**config.mk**
```make
export PLATFORM = sky130hd
export DESIGN_NAME = fth_out_fifo
export DESIGN_NICKNAME = d
export VERILOG_FILES = /design/src/hdl/fth_pkg.sv /design/src/hdl/fth_out_fifo.sv
export SDC_FILE = /design/constraint.sdc
export NUM_CORES = 1
export LEC_CHECK = 0
export BUFFER_PORTS_ARGS = -buffer_cell sky130_fd_sc_hd__buf_2
export CAP_MARGIN = 20
export CORE_MARGIN = 3
export CORE_UTILIZATION = 50
export DETAILED_ROUTE_END_ITERATION = 12
export GPL_TIMING_DRIVEN = 0
export PLACE_DENSITY = 0.77
export SYNTH_ARGS = -nofsm -noshare
export SYNTH_HDL_FRONTEND = slang
export SYNTH_SLANG_ARGS = --single-unit
```
**constraint.sdc**
```tcl
create_clock -name clk -period 3.6 [get_ports clk]
set_input_delay 0.72 -clock clk [delete_from_list [all_inputs] [get_ports clk]]
set_output_delay 0.72 -clock clk [all_outputs]
set_load 0.005 [all_outputs]
```
**src/hdl/fth_pkg.sv**
```systemverilog
// Shared types, codes and constants of the FASTA tetranucleotide histogram unit.
package fth_pkg;

  localparam int DEF_COUNT_WIDTH = 32;
  localparam int KMER_LEN        = 4;
  localparam int HIST_BINS       = 4 ** KMER_LEN;
  localparam int BIN_AW          = 2 * KMER_LEN;
  localparam int WIN_W           = 2 * (KMER_LEN - 1);
  localparam int OUT_W           = 32;
  localparam int GENE_W          = 32;
  localparam int FIFO_DEPTH      = 4;
  localparam int FIFO_AW         = 2;
  localparam int FIFO_CW         = FIFO_AW + 1;

  localparam logic [7:0] CH_A  = 8'h41;
  localparam logic [7:0] CH_C  = 8'h43;
  localparam logic [7:0] CH_G  = 8'h47;
  localparam logic [7:0] CH_T  = 8'h54;
  localparam logic [7:0] CH_GT = 8'h3E;
  localparam logic [7:0] CH_LF = 8'h0A;
  localparam logic [7:0] CH_CR = 8'h0D;

  localparam logic [1:0] BASE_A = 2'd0;
  localparam logic [1:0] BASE_C = 2'd1;
  localparam logic [1:0] BASE_G = 2'd2;
  localparam logic [1:0] BASE_T = 2'd3;

  localparam logic [1:0] BASES_FULL = 2'(KMER_LEN - 1);

  typedef enum logic [1:0] {
    CMD_BYTE  = 2'd0,
    CMD_END   = 2'd1,
    CMD_READ  = 2'd2,
    CMD_CLEAR = 2'd3
  } cmd_t;

  typedef struct packed {
    logic              inc;
    logic              rd;
    logic              clr;
    logic [BIN_AW-1:0] addr;
    logic [GENE_W-1:0] genes;
  } req_t;

  typedef struct packed {
    logic [GENE_W-1:0] genes;
    logic [OUT_W-1:0]  bin_total;
  } res_t;

endpackage

```
**src/hdl/fth_out_fifo.sv**
```systemverilog
// Small result queue that decouples the histogram pipeline from the output channel.
module fth_out_fifo (
  input  logic                        clk,
  input  logic                        rst_n,
  input  logic                        push,
  input  fth_pkg::res_t               push_data,
  output logic                        out_valid,
  input  logic                        out_ready,
  output fth_pkg::res_t               out_data,
  output logic [fth_pkg::FIFO_CW-1:0] count
);

  fth_pkg::res_t                entries [fth_pkg::FIFO_DEPTH];
  logic [fth_pkg::FIFO_AW-1:0]  wr_ptr_r;
  logic [fth_pkg::FIFO_AW-1:0]  rd_ptr_r;
  logic [fth_pkg::FIFO_CW-1:0]  cnt_r;
  logic                         pop;

  assign out_valid = (cnt_r != '0);
  assign pop       = out_valid && out_ready;
  assign out_data  = entries[rd_ptr_r];
  assign count     = cnt_r;

  always_ff @(posedge clk) begin
    if (push) begin
      entries[wr_ptr_r] <= push_data;
    end
  end

  always_ff @(posedge clk) begin
    if (!rst_n) begin
      wr_ptr_r <= '0;
      rd_ptr_r <= '0;
      cnt_r    <= '0;
    end else begin
      if (push) begin
        wr_ptr_r <= wr_ptr_r + 1'b1;
      end
      if (pop) begin
        rd_ptr_r <= rd_ptr_r + 1'b1;
      end
      if (push && !pop) begin
        cnt_r <= cnt_r + 1'b1;
      end else if (pop && !push) begin
        cnt_r <= cnt_r - 1'b1;
      end
    end
  end

endmodule

```
Yosys cells after proc, flatten, opt, wreduce, memory -nomap -nowiden
Memory sizes are Yosys's and may differ from the RTL's. A register that Yosys moved wholly into a read port is not among the register bits.
Index checks and enable logic that the tools add are counted.
{"block": "op_classes", "n_eq_ne": 0, "reduce_logical": 7, "n_lt_le_gt_ge": 0, "n_shift": 0, "addsub": 4, "mux": 6, "div": 0, "n_mul": 0, "bitwise_logic": 0}
{"operator": "3-bit 2-to-1 mux", "count": 2}
{"operator": "2-bit by 1-bit adder with 2-bit output (second input constant)", "count": 2}
{"operator": "2-bit 2-to-1 mux", "count": 2}
{"operator": "3-bit by 1-bit adder with 3-bit output (second input constant)", "count": 1}
{"operator": "1-bit logical AND", "count": 3}
{"operator": "3-bit nonzero test", "count": 1}
{"operator": "3-bit by 1-bit subtractor with 3-bit output (second input constant)", "count": 1}
{"operator": "1-bit logical NOT", "count": 2}
{"operator": "1-bit 2-to-1 mux", "count": 2}
{"operator": "2-bit nonzero test", "count": 1}
{"block": "word_totals", "memories": 1, "ff_bits": 7, "out_inout_bits": 68, "in_bits": 68, "latchBits": 0, "rom_bits": 0, "ramBits": 256}
{"name": "entries", "words": 4, "word_bits": 64, "read_ports": 1, "rd_clocked_by_memory_dff": 1, "write_ports": 1, "line_no": "fth_out_fifo.sv:13", "source": "fth_pkg::res_t entries [fth_pkg::FIFO_DEPTH];"}

Depth between registers and ports, before layout
{"block": "logic_depth", "word_depth": 5, "depth_mapped": 7}

Worst setup path after synthesis
OpenSTA, ideal clock, no wires.
{"block": "synth_timing", "path_type": "input to register", "start": "input port push", "end": "memory entries[0][0] (netlist name), enable pin", "required_ns": 3.171, "setup_time_ns": 0.429, "arrival_ns": 2.227, "setup_slack_ns": 0.945, "cell_stages": 1, "cell_sequence": "and2_1"}
{"block": "synth_via", "elab_chain_len": 2}
{"element": "from (decl)", "line_no": "fth_out_fifo.sv:5", "source": "input logic push,"}
{"element": "1-bit 2-to-1 mux", "line_no": "fth_out_fifo.sv:25", "source": "if (push) begin"}
{"element": "1-bit 2-to-1 mux (implied by the code)", "line_no": "fth_out_fifo.sv:26", "source": "entries[wr_ptr_r] <= push_data;"}
{"element": "to (decl)", "line_no": "fth_out_fifo.sv:13"}
No other way between the ends.

==> run_results.csv <==
group,metric,value,unit
floorplanning,initial_core_util,51.50,%
setup_path,cp.arrival,1960,ps
power,power_switching_share,23.58,%
placed_design,dpl_worst_slack,1268,ps
setup_path,cp_cell_sequence,"buf_6 > buf_12 > mux4_2 > buf_2",
setup_path,r2r_cells,7,
worst_hold_path,hp-class,"primary input to flop",
setup_path,path_class,"flop to primary output",
yosys,synth_cells,376,
sta,max_slew_margin,65.24,%
clock_network,post_cts_buffers,0,
status,outcome,"completed",
power,p_int,6.006,mW
sta,final_max_slew_viol_count,0,
finish,syn2layout_area_growth,20.03,%
routing,drt_pass1_iterations,4,
finish,drive_gt1_share,45.74,%
yosys,synth_top_area_share,78.74,%
routing,drc_errors,0,
clock_network,htreeDepth,1,
routing,vias,4427,
clock_network,insertion_delay,520,ps
finish,fill_cells,1310,
power,p_leak,3.984,nW
power,total_power,7.859,mW
yosys,synth_warnings,0,
setup_path,worst_path_max_delay_cell,"mux4_2",
yosys,synth-seq-cells,265,
worst_hold_path,hold_depth,1,
floorplanning,die_x,145.7,um
job,maxCapViolations,0,
setup_path,cp.required,2880,ps
yosys,synth_area_leaders,"edfxtp_1 (79%), mux4_2 (14%), dfxtp_1 (1.8%)",
yosys,synth_cell_types,21,
finish,layout_commonest_cell,"edfxtp_1",
finish,ff_latch_area,7868,um^2
grt,grt_pass1_wl,27.25,mm
grt,grt_pass1_vias,4831,
finish,layout_common_cells,"edfxtp_1 (256), buf_2 (141), mux4_2 (60), clkbuf_16 (27), dfxtp_1 (9)",
power,peakVddDrop,0.4247,mV
clock_network,path_clk_slew,60,ps
floorplanning,num_rows,50,
sta,min_period,2684,ps
finish,fin_nets,618,
floorplanning,io_pins,136,
clock_network,cts_root_buffer,"clkbuf_16",
setup_path,slowest_delay,540,ps
routing,post_drt_wl_per_cell,20.64,um
finish,multi_input_area,1728,um^2
routing,viasPerCell,5.366,
floorplanning,die_y,145.7,um
sta,setup_slack,916.4,ps
sta,fin_crit_sh,74.54,%
clock_network,cts_max_path_buffers,3,
grt,antenna_found_initial,2,
clock_network,postCtsHoldBufs,0,
placed_design,globalplace.congestion,0.7037,
routing,drt_wl_total,17.03,mm
power,p_sw,1.853,mW
power,p_seq_share,46.0,%
floorplanning,die-area,21240,um^2
power,p_per_area,670.6,nW/um^2
setup_path,cp-end-kind,"primary output",
power,pwr-share-comb,20.8,%
setup_path,crit_fanout,10,
sta,finalHoldViolCount,0,
routing,drt_first_iter_violations,223,
routing,antenna_left,0,
placed_design,port_buffers,135,
clock_network,cts_tree,"done",
finish,final_cells,825,
clock_network,cts_sinks,265,
yosys,yosysSeqAreaShare,80.58,%
sta,fmax,372.6,MHz
setup_path,start_kind,"flop",
clock_network,numCtsBuffers,27,
grt,gr-usage-all-layers,16.26,%
sta,rsz0062_at_grt,"false",
grt,grt_max_degree,55,
yosys,yosys.area.top_type,"edfxtp_1",
sta,skew,14.47,ps
yosys,syn_area,9763,um^2
yosys,synth_fp_nets,450,
placed_design,dp_hpwl,10.34,mm
floorplanning,core_area,18960,um^2
sta,worst_pin_slew,521.4,ps
placed_design,dp_cells,775,
power,p_clk_share,33.1,%
clock_network,cts_resized,0,
yosys,synth.avg_cell_area,25.97,um^2
grt,gr-total-overflow,0,
sta,fin_setup_tns,0,ps
sta,setup_violations,0,
## final cells by class
cell class / count / share of cell area (%)
Inverter: 3 / 0.09609
Tap cell: 260 / 2.776
Buffer: 14 / 1.420
Antenna cell: 1 / 0.02135
Clock inverter: 17 / 1.239
Clock buffer: 32 / 5.926
Timing Repair Buffer: 139 / 6.641
Multi-Input combinational cell: 94 / 14.74
Sequential cell: 265 / 67.14
## metal layers
metal | vias up | track usage, % | wire [um]
li1 | 1952 | - | -
met1 | 2315 | 21.61 | 7018
met2 | 133 | 27.15 | 8589
met3 | 25 | 4.360 | 1126
met4 | 2 | 4.226 | 276
met5 | - | 0 | 18
## cell usage after synthesis (all sizes together)
cell type	instances
a21boi	1
dfxtp	9
inv	3
and2	9
o31ai	1
buf	13
nor2b	2
xor2	2
clkbuf	1
fa	1
edfxtp	256
o311ai	1
or3	2
xnor2	3
mux2i	2
o21ai	1
mux4	64
ha	5
## flip-flops by register name, indices dropped and copies added, names as in the netlist, named ones only
register  count
entries     256
count         3
rd_ptr_r      2
wr_ptr_r      2
## power groups by stage
stage	logic [mW]	clock network (mW)	registers, mW
floorplan	1.09	0	3.67
global placement	1.63	0	3.68
detailed placement	1.68	0	3.68
CTS	1.69	2.67	3.62
global route	1.79	2.80	3.63
finish	1.64	2.60	3.62
## final timing paths
check	end	slack (ps)	startpoint
max	out_data[2]	920	flop
min	entries[2][27]	410	push_data[27]
max reg2reg	count[2]	1460	count[1]
min reg2reg	wr_ptr_r[1]	580	wr_ptr_r[1]
## worst max-delay path, delay by kind of cell (launching register included)
family / cells / cell delay, ps
buffers and inverters: 3 / 550
flip-flops: 1 / 340
multiplexers: 1 / 540
## logic make-up after synthesis
logic type | synth area share, %
buffers and inverters | 1.820
xor gates and xnor gates | 0.4486
and+or+nand+nor | 0.8329
DFF | 80.58
muxes | 15.12
AOI/OAI and AO/OA | 0.3460
adders and majority gates | 0.8458
## per-stage QoR
stage          utilization, %  hold slack [ps]  cell area (um^2)
2_1_floorplan               -            522.1              9763
3_3_place_gp            56.79            518.0             10760
3_5_place_dp            57.38            573.1             10880
4_1_cts                 61.81            382.7             11720
5_1_grt                 61.82            386.9             11720
6_report                61.82            409.3             11720
Power figures use the tool's default switching activity.
