### src/hdl/fth_pkg.sv
// Shared types, codes and constants of the FASTA tetranucleotide histogram unit.
package fth_pkg;

  localparam int DEF_COUNT_WIDTH = 32;
  localparam int KMER_LEN        = 4;
  localparam int HIST_BINS       = 4 ** KMER_LEN;
  localparam int BIN_AW          = 2 * KMER_LEN;
  localparam int WIN_W           = 2 * (KMER_LEN - 1);
  localparam int OUT_W           = 32;
  localparam int GENE_W          = 32;
  localparam int FIFO_DEPTH      = 4;
  localparam int FIFO_AW         = 2;
  localparam int FIFO_CW         = FIFO_AW + 1;

  localparam logic [7:0] CH_A  = 8'h41;
  localparam logic [7:0] CH_C  = 8'h43;
  localparam logic [7:0] CH_G  = 8'h47;
  localparam logic [7:0] CH_T  = 8'h54;
  localparam logic [7:0] CH_GT = 8'h3E;
  localparam logic [7:0] CH_LF = 8'h0A;
  localparam logic [7:0] CH_CR = 8'h0D;

  localparam logic [1:0] BASE_A = 2'd0;
  localparam logic [1:0] BASE_C = 2'd1;
  localparam logic [1:0] BASE_G = 2'd2;
  localparam logic [1:0] BASE_T = 2'd3;

  localparam logic [1:0] BASES_FULL = 2'(KMER_LEN - 1);

  typedef enum logic [1:0] {
    CMD_BYTE  = 2'd0,
    CMD_END   = 2'd1,
    CMD_READ  = 2'd2,
    CMD_CLEAR = 2'd3
  } cmd_t;

  typedef struct packed {
    logic              inc;
    logic              rd;
    logic              clr;
    logic [BIN_AW-1:0] addr;
    logic [GENE_W-1:0] genes;
  } req_t;

  typedef struct packed {
    logic [GENE_W-1:0] genes;
    logic [OUT_W-1:0]  bin_total;
  } res_t;

endpackage

### src/hdl/fth_parser.sv
// Input register and FASTA line parser that turns bytes and commands into histogram requests.
module fth_parser (
  input  logic                clk,
  input  logic                rst_n,
  input  logic                in_accept,
  input  logic [1:0]          in_cmd,
  input  logic [7:0]          in_byte,
  input  logic [7:0]          in_idx,
  output fth_pkg::req_t       req
);

  logic                       in_vld_r;
  fth_pkg::cmd_t              cmd_r;
  logic [7:0]                 byte_r;
  logic [7:0]                 idx_r;

  logic [fth_pkg::WIN_W-1:0]  win_r, win_nxt;
  logic [1:0]                 bases_r, bases_nxt;
  logic                       ls_r, ls_nxt;
  logic                       skip_r, skip_nxt;
  logic [fth_pkg::GENE_W-1:0] genes_r, genes_nxt;

  logic                       skip_now;
  logic                       is_base;
  logic [1:0]                 code;
  logic [fth_pkg::GENE_W-1:0] genes_inc;

  always_ff @(posedge clk) begin
    if (!rst_n) begin
      in_vld_r <= 1'b0;
    end else begin
      in_vld_r <= in_accept;
    end
  end

  always_ff @(posedge clk) begin
    if (in_accept) begin
      cmd_r  <= fth_pkg::cmd_t'(in_cmd);
      byte_r <= in_byte;
      idx_r  <= in_idx;
    end
  end

  always_ff @(posedge clk) begin
    if (!rst_n) begin
      win_r   <= '0;
      bases_r <= '0;
      ls_r    <= 1'b1;
      skip_r  <= 1'b1;
      genes_r <= '0;
    end else begin
      win_r   <= win_nxt;
      bases_r <= bases_nxt;
      ls_r    <= ls_nxt;
      skip_r  <= skip_nxt;
      genes_r <= genes_nxt;
    end
  end

  always_comb begin
    is_base = 1'b1;
    code    = fth_pkg::BASE_A;
    unique case (byte_r)
      fth_pkg::CH_A: code = fth_pkg::BASE_A;
      fth_pkg::CH_C: code = fth_pkg::BASE_C;
      fth_pkg::CH_G: code = fth_pkg::BASE_G;
      fth_pkg::CH_T: code = fth_pkg::BASE_T;
      default:       is_base = 1'b0;
    endcase
  end

  assign genes_inc = (&genes_r) ? genes_r : genes_r + {{(fth_pkg::GENE_W-1){1'b0}}, 1'b1};

  always_comb begin
    win_nxt   = win_r;
    bases_nxt = bases_r;
    ls_nxt    = ls_r;
    skip_nxt  = skip_r;
    genes_nxt = genes_r;
    skip_now  = skip_r;
    req       = '0;
    req.genes = genes_r;
    if (in_vld_r) begin
      unique case (cmd_r)
        fth_pkg::CMD_BYTE: begin
          if (ls_r) begin
            ls_nxt = 1'b0;
            if (!skip_r) begin
              if (byte_r == fth_pkg::CH_GT) begin
                genes_nxt = genes_inc;
                win_nxt   = '0;
                bases_nxt = '0;
                skip_now  = 1'b1;
              end else if (byte_r == fth_pkg::CH_LF || byte_r == fth_pkg::CH_CR) begin
                skip_now = 1'b1;
              end
            end
          end
          skip_nxt = skip_now;
          if (byte_r == fth_pkg::CH_LF) begin
            ls_nxt   = 1'b1;
            skip_nxt = 1'b0;
          end else if (!skip_now && is_base) begin
            if (bases_r == fth_pkg::BASES_FULL) begin
              req.inc  = 1'b1;
              req.addr = {win_r, code};
            end else begin
              bases_nxt = bases_r + 2'd1;
            end
            win_nxt = {win_r[fth_pkg::WIN_W-3:0], code};
          end
        end
        fth_pkg::CMD_END: begin
          genes_nxt = genes_inc;
          win_nxt   = '0;
          bases_nxt = '0;
          ls_nxt    = 1'b1;
          skip_nxt  = 1'b1;
        end
        fth_pkg::CMD_READ: begin
          req.rd   = 1'b1;
          req.addr = idx_r;
        end
        fth_pkg::CMD_CLEAR: begin
          win_nxt   = '0;
          bases_nxt = '0;
          ls_nxt    = 1'b1;
          skip_nxt  = 1'b1;
          genes_nxt = '0;
          req.clr   = 1'b1;
        end
        default: begin
          req = '0;
        end
      endcase
    end
  end

endmodule

### config.mk
export PLATFORM = sky130hd
export DESIGN_NAME = fth_parser
export DESIGN_NICKNAME = d
export VERILOG_FILES = /design/src/hdl/fth_pkg.sv /design/src/hdl/fth_parser.sv
export SDC_FILE = /design/constraint.sdc
export NUM_CORES = 1
export LEC_CHECK = 0
export ABC_AREA = 1
export BUFFER_PORTS_ARGS = -buffer_cell sky130_fd_sc_hd__buf_2
export CAP_MARGIN = 10
export CORE_MARGIN = 10
export CORE_UTILIZATION = 57
export DETAILED_ROUTE_END_ITERATION = 10
export PLACE_DENSITY_LB_ADDON = 0.25
export RECOVER_POWER = 100
export SLEW_MARGIN = 20
export SYNTH_ARGS = -nofsm -noshare
export SYNTH_HDL_FRONTEND = slang
export SYNTH_SLANG_ARGS = --single-unit
### constraint.sdc
create_clock -name clk -period 2.05 [get_ports clk]
set_clock_uncertainty 0.1 [all_clocks]
set_input_delay 0.41 -clock clk [delete_from_list [all_inputs] [get_ports clk]]
set_output_delay 0.41 -clock clk [all_outputs]
set_load 0.01 [all_outputs]
Word level (Yosys, flattened, before mapping):

Cells that the tools add are included.

* add/subtract/negate cells: 2
* multipliers: 0
* div/mod/pow operators: 0
* $lt $le $gt $ge: 0
* eq/ne operators: 14
* shift operators: 0
* mux-type cells: 41
* bitwise operators: 0
* reductions and logical operators: 11

Operator list (count)
* 2-to-1 mux 32 bit: 4
* one-hot mux 32 bit (3 select lines): 1
* 2-to-1 mux 43 bit: 1
* adder 32 x 1 -> 32 bit, second input constant: 1
* equality test 8 x 7 -> 1 bit, second input constant: 4
* AND reduction 32 bit: 1
* 2-to-1 mux 6 bit: 5
* 2-to-1 mux 8 bit: 3
* equality test 8 x 4 -> 1 bit, second input constant: 2
* one-hot mux 8 bit (2 select lines): 1
* 2-to-1 mux 1 bit: 15
* 2-to-1 mux 2 bit: 6
* one-hot mux 6 bit (2 select lines): 1
* equality test 8 x 6 -> 1 bit, second input constant: 1
* equality test 2 bit, second input constant: 3
* != test 2 bit, second input constant: 3
* one-hot mux 2 bit (3 select lines): 1
* AND reduction 5 bit: 1
* one-hot mux 1 bit (2 select lines): 2
* one-hot mux 2 bit (2 select lines): 1
* OR reduction 4 bit: 1
* nonzero test 3 bit: 1
* adder 2 x 1 -> 2 bit, second input constant: 1
* equality test 2 x 1 -> 1 bit, second input constant: 1
* 7 further kinds: 7

* register bits after elaboration: 61
* latch bits: 0
* bits in writable memories: 0
* ROM bits: 0
* input bits: 21
* output and inout bits: 43
* logic and storage cells: 77
* memories: 0

Logic depth before layout (Yosys ltp):

Gate-level depths: netlist (run 1).

* depth in word-level cells: 14
* depth in mapped cells: 11
* depth with buffers taken out: 11

Least setup slack after synthesis (run 1):

No wires, ideal clock.

* kind: register -> output
* start: register byte_r[4]
* end: output req[32] in the netlist's numbering
* arrival time: 1.580 ns
* data required time: 1.540 ns
* slack: -0.040 ns
* stages on the path, launching flop included: 10
* path buffers: 0
* cells stage by stage: edfxtp_1 -> inv_1 -> nand2_1 -> nor2_1 -> nand3_1 -> nand2_2 -> nand3_1 -> nor3_4 -> nand2_1 -> a21oi_1

RTL lines
* start, declared: RTL line fth_parser.sv:14 `logic [7:0] byte_r;`
* start signal, assigned: RTL line fth_parser.sv:39 `byte_r <= in_byte;`
* end, declared: RTL line fth_parser.sv:9 `output fth_pkg::req_t req`

==> impl_metrics.json, run 1 <==
{
  "antenna_found_initial": 0,
  "synth.distinct_cells": 39,
  "n_antenna_cell": 0,
  "holdPathStages": 1,
  "fp-row-count": 29,
  "syn-cell-area_mm2": 0.00371,
  "globalplace.congestion": 0.911,
  "final_net_count": 658,
  "nFillCells": 536,
  "dieArea_mm2": 0.0101,
  "die_h_um": 101,
  "drtPass1Iterations": 5,
  "path_class": "flip-flop to output pin",
  "period_needed_ps": 2560,
  "hp-class": "primary input to flip-flop",
  "ys_top_cells_by_area": "dfxtp_1, edfxtp_1, nand2_1",
  "worst-r2r-cell-count": 10,
  "synth_seq_cells": 61,
  "cts-buffers-inserted": 9,
  "slew-limit-headroom": 0.303,
  "rsz0062_at_grt": "yes",
  "yosys.area.top_type_share": 0.232,
  "fp.coreArea_mm2": 0.00635,
  "grt_usage": 0.212,
  "synth_common_cells": "nand2_1, nor2_1, inv_1",
  "cts.sinks": 61,
  "outcome": "complete, but fails checks",
  "min_to": "cmd_r[1]$_DFFE_PP_",
  "finalSetupViolations": 15,
  "initial_utilization": 0.584,
  "yosysMostFrequentCell": "nand2_1",
  "place_area_mm2": 0.00443,
  "start_kind": "flip-flop",
  "cts.hold.buffers_added": 0,
  "grt_max_degree": 27,
  "syn-num-nets": 535,
  "ys_warn_count": 0,
  "avgSynthCellArea_um2": 7.24,
  "tightestPinTransition_ps": 1050,
  "area_growth_syn_to_layout_pct": 26.5,
  "globalRoute.totalOverflow": 0,
  "cts-htree-levels": 3,
  "peakVddDrop_v": 0.000510,
  "place_ws_ps": -194,
  "synth_largest_area_cell": "dfxtp_1",
  "min-delay-start": "in_cmd[1]",
  "die_x_um": 101,
  "r2r_setup_slack_ps": -30,
  "report.final.hold_viol_count": 0,
  "min_period_over_period": 1.25,
  "via_per_inst": 5.39,
  "portBuffers": 63,
  "ant_nets": 0,
  "cp.required_ps": 1540,
  "async_flop_share": 0,
  "root_buffer": "clkbuf_8",
  "synth_ff_type": "dfxtp_1",
  "r2r-start": "byte_r[3]$_DFFE_PP_",
  "max_freq_mhz": 391,
  "slew_violations": 0,
  "power_w": 0.00272,
  "clock_latency_ps": 350,
  "final_util": 0.739,
  "synth_cells": 512,
  "vias": 3862,
  "io_pins": 64,
  "grt_pass1_vias": 3654,
  "path_max_fanout": 8,
  "routed_wl_mm": 10.7,
  "first_iter_violations": 289,
  "synth_edf_count": 18,
  "drv_cap": 0,
  "power_leakage_nw": 1.83,
  "clk_pin_slew_ps": 70,
  "violations": "setup timing",
  "dp_hpwl_mm": 7.90,
  "worst_setup_path_end_kind": "output pin",
  "grt_first_pass_wirelength_mm": 17.5,
  "rr_endpoint": "skip_r$_SDFFE_PN1P_",
  "drive_above_1_share": 0.288,
  "cts_buffer_depth": 2,
  "cts_tree": "built",
  "drt-wirelength-per-cell_um": 14.9,
  "design_area_mm2": 0.00469,
  "cp.arrival_ps": 2050,
  "cellPowerDensity_mw_per_mm2": 581,
  "seq_area_frac_synth": 0.378,
  "drc": 0,
  "layout_setup_ws_ps": -507
}
[where the power goes]
group          total, W  switching (W)  internal (W)
clock network   0.00117       0.000492      0.000677
logic          0.000254       0.000163     0.0000911
registers       0.00130      0.0000208       0.00128
total           0.00272       0.000675       0.00205
[flip-flops by register name, summed over array words and instances, names as in the netlist]
register and flops:
win_r 6, cmd_r 2, in_vld_r 1, skip_r 1, ls_r 1, genes_r 32
idx_r 8, byte_r 8, bases_r 2
[layer usage]
metal	share of wire	track usage	vias up
li1	-	-	1928
met1	0.44	0.282	1758
met2	0.46	0.328	154
met3	0.076	0.0405	22
met4	0.021	0.0902	0
met5	0	0	-
[area by class of cell]
| cell class | count | area (µm²) | share of cell area |
|---|---|---|---|
| clock buffer | 9 | 124 | 0.0264 |
| clock inverter | 7 | 90.1 | 0.0192 |
| inverter | 51 | 199 | 0.0424 |
| multi-input combinational | 390 | 2090 | 0.446 |
| sequential | 61 | 1400 | 0.299 |
| tap | 77 | 96.3 | 0.0205 |
| timing repair buffer | 122 | 688 | 0.147 |
[cells by family after synthesis]
logic type | count (synthesis) | synth area share
flops | 61 | 0.378
compound gates | 58 | 0.109
buf+inv | 62 | 0.0790
xor+xnor | 14 | 0.0331
fa+ha+maj | 2 | 0.00675
simple gates | 315 | 0.394
[timing repair]
action / in CTS / in global routing
endpoints found under the setup margin: 10 / 48
buffers inserted: 6 / 6
pin swaps: 7 / 8
resized for setup: 5 / 8
cloned: 1 / 0
[how the worst max path moves through the flow]
stage	start	endpoint	slack, ps	cells after the start
4_1_cts	byte_r[3]$_DFFE_PP_	req[32]	-480	10
6_report	byte_r[3]$_DFFE_PP_	req[33]	-510	10
5_1_grt	byte_r[0]$_DFFE_PP_	req[37]	-640	10
3_5_place_dp	byte_r[4]$_DFFE_PP_	req[32]	-190	10
2_1_floorplan	byte_r[4]$_DFFE_PP_	req[32]	10	9
3_3_place_gp	byte_r[5]$_DFFE_PP_	req[32]	-110	10
[per-stage QoR]
step | setup TNS [ps] | instances | hold WS [ps]
4_1_cts | -3990 | 711 | 132
5_1_grt | -9150 | 717 | 133
6_report | -4120 | 717 | 136
3_5_place_dp | -1420 | 688 | 369
3_3_place_gp | -778 | 688 | 363
2_1_floorplan | 0 | 512 | 341
[cell usage in the layout (no fill, tap or decap), types with 2 or more instances in the layout]
cell type,netlist,routed
o21ai_1,1,3
bufinv_16,0,2
nor3_1,14,14
o21ai_0,5,3
nand3_2,1,2
nor2_2,14,16
nand4_1,16,16
ha_1,2,2
nand2_1,134,130
buf_4,0,35
nand3_1,39,37
nor3_2,3,3
buf_2,0,49
clkbuf_8,0,9
a21oi_2,24,32
clkinv_1,1,2
edfxtp_1,18,18
nand2_4,0,2
nor2_4,2,2
nor2_1,74,72
xor2_1,9,9
o21bai_1,2,2
inv_1,48,48
nand2_2,11,14
a21oi_1,22,14
clkinv_2,0,2
xnor2_1,5,5
dfxtp_1,43,43
clkbuf_1,6,34
buf_12,1,2
[worst max-delay path: stages, from the launching register on]
cell	delay, ps
edfxtp_1	450
nor2_2	130
nand3_1	100
inv_1	70
nand2_1	80
nand2_4	100
nand3_4	90
nor3_4	270
nand2_1	130
a21oi_2	130
buf_2	140
(Power assumes the default switching activity.)
==> run 2, diff against run 1 <==
Clock period 2.05 ns to 2.51 ns, I/O delays scaled along.
==> run 2 against run 1 <==
Net effect: critical path depth increased by 1; non-clock buffer count fell by 23; worst setup slack better by 290 ps; the flow still finishes with violations (setup timing); worst hold slack improved by 84 ps; power down 16%; largest cell class unchanged.
==> impl_metrics.json, run 2 (synthesis gave the netlist of run 1 again) <==
{
  "peakVddDrop_v": 0.000505,
  "power.internal_w": 0.00168,
  "ant_nets": 0,
  "cellPowerDensity_mw_per_mm2": 494,
  "clock_latency_ps": 350,
  "clockPowerShare": 0.450,
  "antenna_found_initial": 0,
  "use_met3": 0.0693,
  "nFillCells": 507,
  "power_leakage_nw": 1.76,
  "violations": "setup timing",
  "reg.largest.list": "genes_r x32, byte_r x8, idx_r x8",
  "largest_reg_flops": 32,
  "initial_utilization": 0.584,
  "fp-row-count": 29,
  "root_buffer": "clkbuf_8",
  "use_met1": 0.278,
  "grt_use_met2": 0.323,
  "cts_buffer_depth": 2,
  "tightestPinTransition_ps": 1040,
  "grt.busiest_layer": "met2",
  "fp.coreArea_mm2": 0.00635,
  "mostFrequentLayoutCell": "nand2_1",
  "cp.arrival_ps": 2120,
  "power_frac_seq": 0.469,
  "die_h_um": 101,
  "p_switching_w": 0.000598,
  "slew-limit-headroom": 0.308,
  "portBuffers": 63,
  "drt-wirelength-per-cell_um": 15.7,
  "layout_setup_ws_ps": -214,
  "finalSetupViolations": 10,
  "cts-htree-levels": 3,
  "area_growth_syn_to_layout_pct": 24.2,
  "vias": 3788,
  "globalRoute.totalOverflow": 0,
  "dp_hpwl_mm": 7.72,
  "drv_cap": 0,
  "globalplace.congestion": 0.967,
  "io_pins": 64,
  "dieArea_mm2": 0.0101,
  "power_w": 0.00228,
  "rsz0062_at_grt": "yes",
  "grt_first_pass_wirelength_mm": 17.4,
  "cts-buffers-inserted": 9,
  "r2r-start": "byte_r[7]$_DFFE_PP_",
  "clk_pin_slew_ps": 80,
  "regArea_mm2": 0.00140,
  "hp-class": "primary input to flip-flop",
  "drc": 0,
  "swShare": 0.263,
  "final_cell_mix": "nand2_1, nor2_1, inv_1, dfxtp_1, nand3_1",
  "path_max_fanout": 8,
  "min_period_over_period": 1.09,
  "slew_violations": 0,
  "holdWs_ps": 220,
  "n_antenna_cell": 0,
  "start_kind": "flip-flop",
  "largest-register": "genes_r",
  "period_needed_ps": 2720,
  "multi_input_area_mm2": 0.00213,
  "die_x_um": 101,
  "drtPass1Iterations": 5,
  "routed_wl_mm": 10.9,
  "drive_above_1_share": 0.279,
  "final_net_count": 634,
  "cts.sinks": 61,
  "max_freq_mhz": 367,
  "report.final.hold_viol_count": 0,
  "first_iter_violations": 382,
  "min-delay-start": "in_idx[0]",
  "cts_tree": "built",
  "outcome": "complete, but fails checks",
  "p_comb_frac": 0.081,
  "grt_usage": 0.213,
  "grt_max_degree": 21,
  "grt_pass1_vias": 3609,
  "worst_setup_path_end_kind": "output pin",
  "cp.required_ps": 1910,
  "path_class": "flip-flop to output pin",
  "final_util": 0.725,
  "crit_path_start": "byte_r[4]$_DFFE_PP_",
  "via_per_inst": 5.47
}
run 2: cell types whose count changed in the layout (fill, tap and decap cells not counted), sizes merged:
cell and change:
buf -22, clkinv -4, inv +4, clkbuf -1, nand2 -1
run 2: power by group through the flow:
stage	logic [W]	registers [W]	clock network, W
5_1_grt	0.000204	0.00107	0.00108
6_report	0.000185	0.00107	0.00102
2_1_floorplan	0.000110	0.00108	0
3_5_place_dp	0.000163	0.00109	0
4_1_cts	0.000175	0.00106	0.00103
3_3_place_gp	0.000159	0.00109	0
run 2: worst paths after layout:
check | to | slack (ps) | cells past startpoint
setup / recovery | req[39] | -210 | 11
setup reg to reg | ls_r$_SDFFE_PN1P_ | -180 | 19
hold / removal | idx_r[0]$_DFFE_PP_ | 220 | 1
hold reg to reg | win_r[4]$_SDFFE_PN0P_ | 380 | 2
run 2: metal layers:
| layer | part of all wire | routed length (µm) |
|---|---|---|
| met1 | 0.44 | 4770 |
| met2 | 0.46 | 4970 |
| met3 | 0.087 | 948 |
| met4 | 0.016 | 173 |
| met5 | 0 | 0 |
run 2: worst max-delay path: stages (launching register included):
cell and delay, ps:
edfxtp_1 410, inv_1 110, nand2_2 120, o21ai_1 180
nand2_2 90, nand2_4 80, nand3_4 90, nor3_4 120
buf_6 190, nand2_1 90, a21oi_2 140, buf_2 140
run 2: metrics by stage:
stage / instance area, µm² / cells / TNS [ps] / worst slack [ps]
after detailed placement: 4140 / 656 / 0 / 90.7
after CTS: 4550 / 689 / -1340 / -215
after global placement: 4140 / 656 / 0 / 237
final: 4600 / 693 / -1750 / -214
after global routing: 4600 / 693 / -4640 / -337
after floorplan: 3710 / 512 / 0 / 328
run 2: area by class of cell:
class                   count  share of cell area
clock buffers               9              0.0269
well taps                  77              0.0209
flip-flops and latches     61               0.304
inverters                  51              0.0421
clock inverters             7              0.0228
multi-input cells         389               0.463
repair buffers             99               0.120
run 2: what timing repair did:
action,in CTS,in global routing
hold buffers,0,0
buffers inserted,17,4
cloned,0,0
pin swaps,17,16
gates resized for setup,13,27
setup endpoints to repair,9,10
==> run 3, diff against run 2 <==
Settings changed: CORE_UTILIZATION 57 to 60.
Clock period 2.51 ns to 3.3 ns, I/O delays scaled along.
==> run 3 against run 2 <==
Net effect: routed wire length fell by 9.5%; the run now ends clean; clock power fell by 33%; first-iteration DRC count fell by 37%; combinational power fell by 40%; sequential share of layout area rose by 3.7 points; final area fell by 11%; worst hold slack improved by 150 ps; cell count fell by 5.3%; worst setup slack improved by 430 ps; clock-buffer cell count rose by 2; highest routed layer unchanged.
==> impl_metrics.json, run 3 (synthesis gave the netlist of run 1 again) <==
{
  "clock_latency_ps": 350,
  "holdWs_ps": 368,
  "drv_cap": 0,
  "clk_pin_slew_ps": 70,
  "tightestPinTransition_ps": 1040,
  "final_cell_mix": "nand2_1, nor2_1, inv_1, dfxtp_1, nand3_1",
  "place_ws_ps": 615,
  "drc": 0,
  "crit_path_start": "byte_r[4]$_DFFE_PP_",
  "worst_setup_path_end_kind": "output pin",
  "peakVddDrop_v": 0.000307,
  "cts_tree": "built",
  "via_per_inst": 5.48,
  "antenna_found_initial": 0,
  "largest-register": "genes_r",
  "multi_input_area_mm2": 0.00194,
  "drive_above_1_share": 0.148,
  "power_w": 0.00160,
  "first_iter_violations": 242,
  "grt_usage": 0.200,
  "fp-row-count": 28,
  "initial_utilization": 0.622,
  "report.final.hold_viol_count": 0,
  "globalRoute.totalOverflow": 0,
  "final_util": 0.688,
  "outcome": "complete, no violations",
  "hp-class": "flip-flop to flip-flop",
  "grt_max_degree": 46,
  "setup_tns_ps": 0,
  "slew_violations": 0,
  "cts.hold.buffers_added": 0,
  "cts_buffer_depth": 2,
  "start_kind": "flip-flop",
  "fp.coreArea_mm2": 0.00596,
  "nFillCells": 553,
  "cts-buffers-inserted": 9,
  "rsz0062_at_grt": "no",
  "cp.required_ps": 2540,
  "n_antenna_cell": 0,
  "layout_setup_ws_ps": 221,
  "area_growth_syn_to_layout_pct": 10.6,
  "dp_hpwl_mm": 7.33,
  "min-delay-start": "win_r[4]$_SDFFE_PN0P_",
  "die_h_um": 98.6,
  "routed_wl_mm": 9.84,
  "max_freq_mhz": 325,
  "die_x_um": 98.6,
  "dieArea_mm2": 0.00972,
  "grt_pass1_vias": 3371,
  "r2r-start": "genes_r[0]$_SDFFE_PN0P_",
  "mostFrequentLayoutCell": "nand2_1",
  "cp.arrival_ps": 2320,
  "post_cts_resized": 0,
  "min_period_over_period": 0.933,
  "globalplace.congestion": 0.972,
  "root_buffer": "clkbuf_8",
  "cts-htree-levels": 3,
  "vias": 3597,
  "drt-wirelength-per-cell_um": 15.0,
  "power_leakage_nw": 1.47,
  "path_max_fanout": 10,
  "final_net_count": 599,
  "grt_first_pass_wirelength_mm": 16.2,
  "cts.sinks": 61,
  "regArea_mm2": 0.00140,
  "cts_setup_buffers": 0,
  "ant_nets": 0,
  "finalSetupViolations": 0,
  "portBuffers": 63,
  "slew-limit-headroom": 0.306,
  "drtPass1Iterations": 5,
  "reg.largest.list": "genes_r x32, byte_r x8, idx_r x8",
  "io_pins": 64,
  "largest_reg_flops": 32,
  "cellPowerDensity_mw_per_mm2": 391,
  "path_class": "flip-flop to output pin",
  "period_needed_ps": 3080
}
==> run 3: final cells by class <==
type / instances / area share
Multi-Input combinational cell: 389 / 0.472
Sequential cell: 61 / 0.342
Timing Repair Buffer: 64 / 0.0674
Inverter: 51 / 0.0467
Clock buffer: 11 / 0.0345
Tap cell: 75 / 0.0229
Clock inverter: 5 / 0.0143
==> run 3: worst paths after layout <==
path | endpoint | slack (ps) | cells past startpoint
worst max-delay path | req[33] | 220 | 10
worst max register to register | genes_r[1]$_SDFFE_PN0P_ | 380 | 10
worst min register to register | win_r[4]$_SDFFE_PN0P_ | 370 | 2
worst min-delay path | win_r[4]$_SDFFE_PN0P_ | 370 | 2
==> run 3: critical path: stages, from the launching register on <==
cell and delay [ps]:
edfxtp_1 400, inv_1 90, nand2_1 90, nor2_2 140, nand3_1 130, nand2_4 160
nand3_1 180, nor3_4 350, nand2_1 110, a21oi_1 160, clkbuf_2 160
==> run 3: power breakdown <==
group          total [W]  switching, W  internal, W
clock           0.000682      0.000311     0.000371
combinational   0.000111     0.0000824    0.0000285
sequential      0.000809     0.0000147     0.000795
==> run 3: through the flow <==
stage	area, µm²	instances
final	4100	656
after global routing	4100	656
after CTS	4220	656
after detailed placement	4020	640
after global placement	4020	640
after floorplan	3710	512
==> run 3: metal layers <==
layer / GRT usage / up-vias / routed length, µm
met2: 0.286 / 132 / 4260
met1: 0.279 / 1647 / 4630
met5: 0 / - / 0
li1: - / 1800 / -
met3: 0.0489 / 18 / 758
met4: 0.0838 / 0 / 194
